$ cat src/hdl/assert_macros.svh
// assertion helpers
`ifndef ASSERT_MACROS_SVH
`define ASSERT_MACROS_SVH

`define ASSERT_CLK(label, clk, rst, prop, msg) \
  label: assert property (@(posedge clk) disable iff (rst) prop) else $error(msg);

`define ASSERT_NEVER(label, clk, rst, cond, msg) \
  label: assert property (@(posedge clk) disable iff (rst) !(cond)) else $error(msg);

`endif

$ cat src/hdl/mrbt_pkg.sv
package mrbt_pkg;

  typedef struct packed {
    logic busy;
    logic done;
  } mm_stat_t;

  localparam logic [1:0] VERDICT_REJECT    = 2'd0;
  localparam logic [1:0] VERDICT_COMPOSITE = 2'd1;
  localparam logic [1:0] VERDICT_PROBABLE  = 2'd2;
  localparam logic [1:0] VERDICT_TWO       = 2'd3;

  localparam int STATE_W = 3;
  localparam logic [STATE_W-1:0] ST_IDLE   = 3'd0;
  localparam logic [STATE_W-1:0] ST_STRIP  = 3'd1;
  localparam logic [STATE_W-1:0] ST_REDUCE = 3'd2;
  localparam logic [STATE_W-1:0] ST_PSQ    = 3'd3;
  localparam logic [STATE_W-1:0] ST_PMUL   = 3'd4;
  localparam logic [STATE_W-1:0] ST_SQL    = 3'd5;
  localparam logic [STATE_W-1:0] ST_SQW    = 3'd6;
  localparam logic [STATE_W-1:0] ST_FIN    = 3'd7;

endpackage

$ cat src/hdl/mrbt_modmul.sv
`include "assert_macros.svh"

module mrbt_modmul #(
  parameter int W = 32
) (
  input  logic                  clk,
  input  logic                  rst,
  input  logic                  start,
  input  logic [W-1:0]          x,
  input  logic [W-1:0]          y,
  input  logic [W-1:0]          n,
  output logic [W-1:0]          result,
  output mrbt_pkg::mm_stat_t    stat
);
  import mrbt_pkg::*;

  localparam int CW = $clog2(W + 1);

  logic [W-1:0]  acc, xr, yr, nr;
  logic [CW-1:0] cnt;
  logic [W-1:0]  dbl, acc_next;

  function automatic logic [W-1:0] add_mod(input logic [W-1:0] p, input logic [W-1:0] q,
                                           input logic [W-1:0] m);
    logic [W-1:0] room;
    room = m - q;
    return (p >= room) ? (p - room) : (p + q);
  endfunction

  always_comb begin
    dbl      = add_mod(acc, acc, nr);
    acc_next = yr[W-1] ? add_mod(dbl, xr, nr) : dbl;
  end

  always_ff @(posedge clk) begin
    if (rst) begin
      stat.busy <= 1'b0;
      stat.done <= 1'b0;
    end else begin
      stat.done <= 1'b0;
      if (start) begin
        stat.busy <= 1'b1;
      end else if (stat.busy && cnt == CW'(1)) begin
        stat.busy <= 1'b0;
        stat.done <= 1'b1;
      end
    end
  end

  always_ff @(posedge clk) begin
    if (start) begin
      acc <= '0;
      xr  <= x;
      yr  <= y;
      nr  <= n;
      cnt <= CW'(W);
    end else if (stat.busy) begin
      acc <= acc_next;
      yr  <= yr << 1;
      cnt <= cnt - CW'(1);
    end
  end

  assign result = acc;

  `ASSERT_NEVER(a_start_busy, clk, rst, start && stat.busy, "start while busy")
  `ASSERT_NEVER(a_done_busy, clk, rst, stat.done && stat.busy, "done while busy")
  `ASSERT_CLK(a_res_lt_n, clk, rst, stat.done |-> (acc < nr), "result not reduced")

endmodule

$ cat config.mk
export PLATFORM = sky130hd
export DESIGN_NAME = mrbt_modmul
export DESIGN_NICKNAME = d
export VERILOG_FILES = /design/src/hdl/mrbt_pkg.sv /design/src/hdl/mrbt_modmul.sv
export VERILOG_INCLUDE_DIRS = /design/src /design/src/hdl
export SDC_FILE = /design/constraint.sdc
export NUM_CORES = 1
export LEC_CHECK = 0
export BUFFER_PORTS_ARGS = -buffer_cell sky130_fd_sc_hd__buf_2
export CORE_MARGIN = 2
export CORE_UTILIZATION = 25
export DETAILED_ROUTE_END_ITERATION = 7
export GPL_TIMING_DRIVEN = 0
export PLACE_DENSITY = 0.48
export REMOVE_ABC_BUFFERS = 1
export SLEW_MARGIN = 20
export SYNTH_ARGS = -nofsm -noshare
export SYNTH_HDL_FRONTEND = slang
export SYNTH_SLANG_ARGS = --single-unit
$ cat constraint.sdc
create_clock -name clk -period 9.3 [get_ports clk]
set_clock_uncertainty 0.2 [all_clocks]
set_input_delay 1.86 -clock clk [delete_from_list [all_inputs] [get_ports clk]]
set_output_delay 1.86 -clock clk [all_outputs]
set_load 0.03 [all_outputs]
**After elaboration in Yosys (flattened, before gate mapping)**

Index checks and enable logic that the tools add are counted.

- $add $sub $neg: 7
- Multiply operators: 0
- Divide/modulo/power cells: 0
- Order comparisons: 2
- Equal/unequal tests: 1
- Shifts and indexed selects: 0
- Mux-type cells: 7
- Bitwise logic cells: 0
- Reduce and logical (&&, ||, !) cells: 4

Operators with widths:

| cell | count |
|---|---|
| 32-bit two-way mux | 5 |
| 32-bit subtractor | 4 |
| 32-bit adder | 2 |
| 32-bit >= comparator | 2 |
| 6-bit by 1-bit equality test with 1-bit output (second input constant) | 1 |
| 6-bit by 1-bit subtractor with 6-bit output (second input constant) | 1 |
| 2-bit nonzero test | 2 |
| 2-bit two-way mux | 1 |
| 2-bit OR reduction | 1 |
| 1-bit logical AND | 1 |
| 1-bit two-way mux | 1 |

- Flip-flop bits (word level): 136
- Bits in latches: 0
- RAM bits: 0
- Bits in read-only memories: 0
- Input port bits: 99
- Output and inout bits: 34
- Logic and storage cells: 28
- Memories kept: 0

**Longest topological paths before layout**

- Depth in word-level cells: 6
- Gate-level depth with buffers: 49
- Gate-level depth less buffers: 45

**Worst setup path after synthesis**

OpenSTA, ideal clock, no wires.

- Path type: register to register
- Start: reg acc[1], in the netlist result[1]
- End: reg acc[31], in the netlist result[31]
- Setup time: 0.125 ns
- Arrival time: 9.212 ns
- Required time: 8.975 ns
- Path slack: -0.237 ns
- Stages on the path, launching flop included: 43
- Path buffers: 6
- Period minus slack after synthesis: 9.537 ns
- Cells stage by stage: dfxtp_1 clkbuf_1 inv_1 ha_1 nor2b_1 o21ai_0 a21boi_0 o21ai_0 a21oi_1 o21ai_0 a21oi_1 o41ai_1 o211ai_1 a311oi_1 a21oi_1 o21ai_0 a21oi_1 a21oi_1 [7 not listed] buf_4 clkbuf_1 clkbuf_1 clkbuf_1 o21ai_0 ha_1 and3_1 nand3_1 or4b_1 a21oi_1 o221ai_1 a211oi_2 nor2_1 buf_6 nand2_1 nor2_1 a222oi_1 o21ai_1

- Cells in the longest elaborated chain, start to end: 6

Ends and longest elaborated chain:

| item | RTL line | source |
|---|---|---|
| start, declared | mrbt_modmul.sv:19 | `logic [W-1:0] acc, xr, yr, nr;` |
| start signal, assigned | mrbt_modmul.sv:58 | `acc <= acc_next;` |
| 32-bit subtractor | mrbt_modmul.sv:26 | `room = m - q;` |
| 32-bit subtractor / 32-bit >= comparator (equally long branches) | mrbt_modmul.sv:27 | `return (p >= room) ? (p - room) : (p + q);` |
| 32-bit two-way mux (*) | mrbt_modmul.sv:27 |  |
| 32-bit adder, or another cell as far along | mrbt_modmul.sv:27 |  |
| 32-bit two-way mux | mrbt_modmul.sv:27 |  |
| 32-bit two-way mux (*) | mrbt_modmul.sv:32 | `acc_next = yr[W-1] ? add_mod(dbl, xr, nr) : dbl;` |

Mark *: on every way between the ends. The rest lies on a longest branch, timed or not.
A chain may end at the register's enable or synchronous reset.

**Final worst setup path**

- Start: reg nr[0]
- End: reg acc[31], in the netlist result[31]

- Cells in the longest elaborated chain, start to end: 6

Ends and longest elaborated chain:

| item | RTL line | source |
|---|---|---|
| start, declared | mrbt_modmul.sv:19 |  |
| start signal, assigned | mrbt_modmul.sv:55 | `nr <= n;` |
| 32-bit subtractor | mrbt_modmul.sv:26 |  |
| 32-bit subtractor / 32-bit >= comparator (equally long branches) | mrbt_modmul.sv:27 |  |
| 32-bit two-way mux | mrbt_modmul.sv:27 |  |
| 32-bit adder, or another cell as far along | mrbt_modmul.sv:27 |  |
| 32-bit two-way mux | mrbt_modmul.sv:27 |  |
| 32-bit two-way mux (*) | mrbt_modmul.sv:32 |  |

Marked as above.

==> reports/results.ini <==
[logic_synthesis]
ys.flop_type = edfxtp_1
syn_inst = 1611
synth.distinct_cells = 91
syn-cell-area_mm2 = 0.01391
avgSynthCellArea_um2 = 8.634
synth_seq_cells = 136
ys_seq_area_share_pct = 26.48
synth_edf_count = 96
synthArstFlopShare_pct = 0
ys_warn_count = 0

[clocking]
clk_latency_ps = 490
cts_buffer_depth = 2
cts_tree = done
htree_levels = 4
cts_hold_buf = 0
numCtsBuffers = 17
clkTransAtPathRegs_ps = 70
clkSinkCount = 136
cts_root_buf = clkbuf_16

[layout]
final_area_mm2 = 0.01683
layout_commonest_cell = ha_1
area_growth_pct = 20.97
drive_above_1_share_pct = 19.84
final_nets = 2007
fillers = 5960
final_cell_mix = ha_1, buf_2, a21oi_1
utilization_pct = 30.54

[grt]
grt.met3_usage_pct = 3.398
grt_start_max_net_pins = 75
grt_pass1_wl_um = 72080
grt_overflow = 0
grt_pass1_vias = 12391
grt_use_met2_pct = 26.92
grt_usage_pct = 16.49
met1_usage_pct = 21.74
antenna_found_initial = 1
top_usage_layer = met2

[setup_path]
worstPathRequired_ps = 9430
critPathMaxFanout = 7
crit_type = reg -> reg
slowest_delay_ps = 440
slowest_stage = a221o_2
r2r_slack_ps = 360
worstReg2RegStart = nr[0]
startpoint = nr[0]
r2r-end = result[31]
critPathLaunchType = register
crit_arrival_ps = 9070
cpMostUsedCell = a21oi_2
end_kind = register
reg2regPathDepth = 44

[die]
start_util_pct = 25.25
num_rows = 86
die_w_um = 239.9
ios = 133
die_area_mm2 = 0.05754
die_y_um = 239.9
core-area_mm2 = 0.05509

[detailed_routing]
drt-initial-drc-count = 812
wirelength_um = 47220
first_pass_iters = 5
vias = 12660
drc = 0
post_drt_wl_per_cell_um = 18.75
ant_nets = 0
via_per_inst = 5.028

[timing]
period_share_pct = 96.13
setup_tns_ps = 0
fmaxAchievable_mhz = 111.9
rsz0062_at_grt = true
whs_ps = 296.8
tightest_slew_ps = 951.9
slew_viol_final = 0
fin_crit_ps = 8940
fin_ws_ps = 359.6
max_slew_margin_pct = 36.31
hold_violations = 0
setup_viol = 0

[min_path]
hp-start = cnt[5]
hold_end = cnt[5]
hold_class = reg -> reg
hold_path_depth = 2

[pwr]
leakagePower_nw = 7.188
power_density_mw_per_mm2 = 239.8
ir_drop_mv = 0.1721

[placed_design]
routabilityCongestion = 0.8742
place_ws_ps = -3230
io_buffers = 132
placed_cell_area_mm2 = 0.01554
hpwl_um = 36620

[job]
max_cap_viol_count = 0

[run_status]
outcome = finished clean

==> kinds of logic after synthesis <==
| kind of cell | synth area share [%] |
|---|---|
| AO/OA/AOI/OAI | 26.02 |
| AND/OR/NAND/NOR | 14.41 |
| buffers and inverters | 4.533 |
| adder cells (fa/ha/maj) | 14.11 |
| XOR/XNOR | 9.760 |
| flip-flops | 26.48 |
| multiplexers | 4.677 |
==> worst max-delay path by stage <==
| stage | to | slack [ps] |
|---|---|---|
| 2_1_floorplan | result[9] | -1630 |
| 3_3_place_gp | result[9] | -7410 |
| 3_5_place_dp | result[4] | -3230 |
| 4_1_cts | result[31] | 2 |
| 5_1_grt | result[31] | -90 |
| 6_report | result[31] | 360 |
==> timing repair <==
action                     in CTS  in global routing
setup endpoints to repair      32                 32
buffers inserted               20                 11
pin swaps                      18                 27
resized for setup              54                 49
cloned                          1                  2
==> per-stage QoR <==
stage,instances,power (mW)
2_1_floorplan,1563,2.493
3_3_place_gp,2443,3.060
3_5_place_dp,2452,3.105
4_1_cts,2504,3.952
5_1_grt,2517,4.326
6_report,2518,4.036
==> where the power goes <==
group / total [mW] / switching [mW] / internal, mW
combinational: 2.55 / 1.51 / 1.04
sequential: 0.784 / 0.0661 / 0.718
clock: 0.706 / 0.328 / 0.378
total: 4.04 / 1.90 / 2.14
==> sequential cells by signal, summed over array words and instances (netlist names) <==
name / cells
stat: 2
result: 32
xr: 32
nr: 32
yr: 32
cnt: 6
==> routing by layer <==
layer,part of all wire (%),up-vias
met5,0.019,-
met4,2.4,2
met3,4.9,58
met2,46,311
met1,47,6018
li1,-,6271
==> synthesized netlist by cell type (all sizes together) (5+ instances only) <==
library cell  count  area (um^2)
clkbuf           37        138.9
a211oi           34        295.3
nand2b           30        187.7
or2               5        31.28
nor4              8        62.56
a22o              5        43.79
nand2           111        416.7
xnor2            93        814.5
edfxtp           96         2883
mux2             35        397.9
nor2            118        445.4
nand4            11        75.07
a21oi           142        737.0
o211ai           26        210.2
and2             14        87.58
ha              148         1852
a221o             6        61.31
a21boi            8        71.32
nor2b            21        131.4
o21bai           21        157.7
a211o             6        52.55
nand3            34        170.2
xor2             62        543.0
and3             15        93.84
o22ai            13        81.33
maj3              5        51.30
o31ai            11        102.6
a21o             65        488.0
o21ai           105        555.5
or3              10        62.56
o21a             15        112.6
a31oi            17        106.4
a311oi            7        61.31
inv             107        401.6
dfxtp            40        800.8
buf              11        86.32
nor3             27        135.1
mux2i            24        252.7
==> critical path, delay by kind of cell, from the launching register on <==
family / cells / cell delay [ps]
xor+xnor: 2 / 370
compound gates: 28 / 5580
buf+inv: 3 / 380
flops: 1 / 410
simple gates: 7 / 630
fa+ha+maj: 4 / 1200
==> area by class of cell <==
cell class / count / area [um^2] / share of cell area, %
Inverter: 108 / 410.4 / 2.439
Antenna cell: 1 / 2.502 / 0.01487
Timing Repair Buffer: 174 / 1164 / 6.916
Clock inverter: 14 / 153.9 / 0.9146
Multi-Input combinational cell: 1320 / 10040 / 59.67
Clock buffer: 17 / 425.4 / 2.528
Tap cell: 748 / 935.9 / 5.562
Sequential cell: 136 / 3695 / 21.96
(Power assumes the default switching activity.)
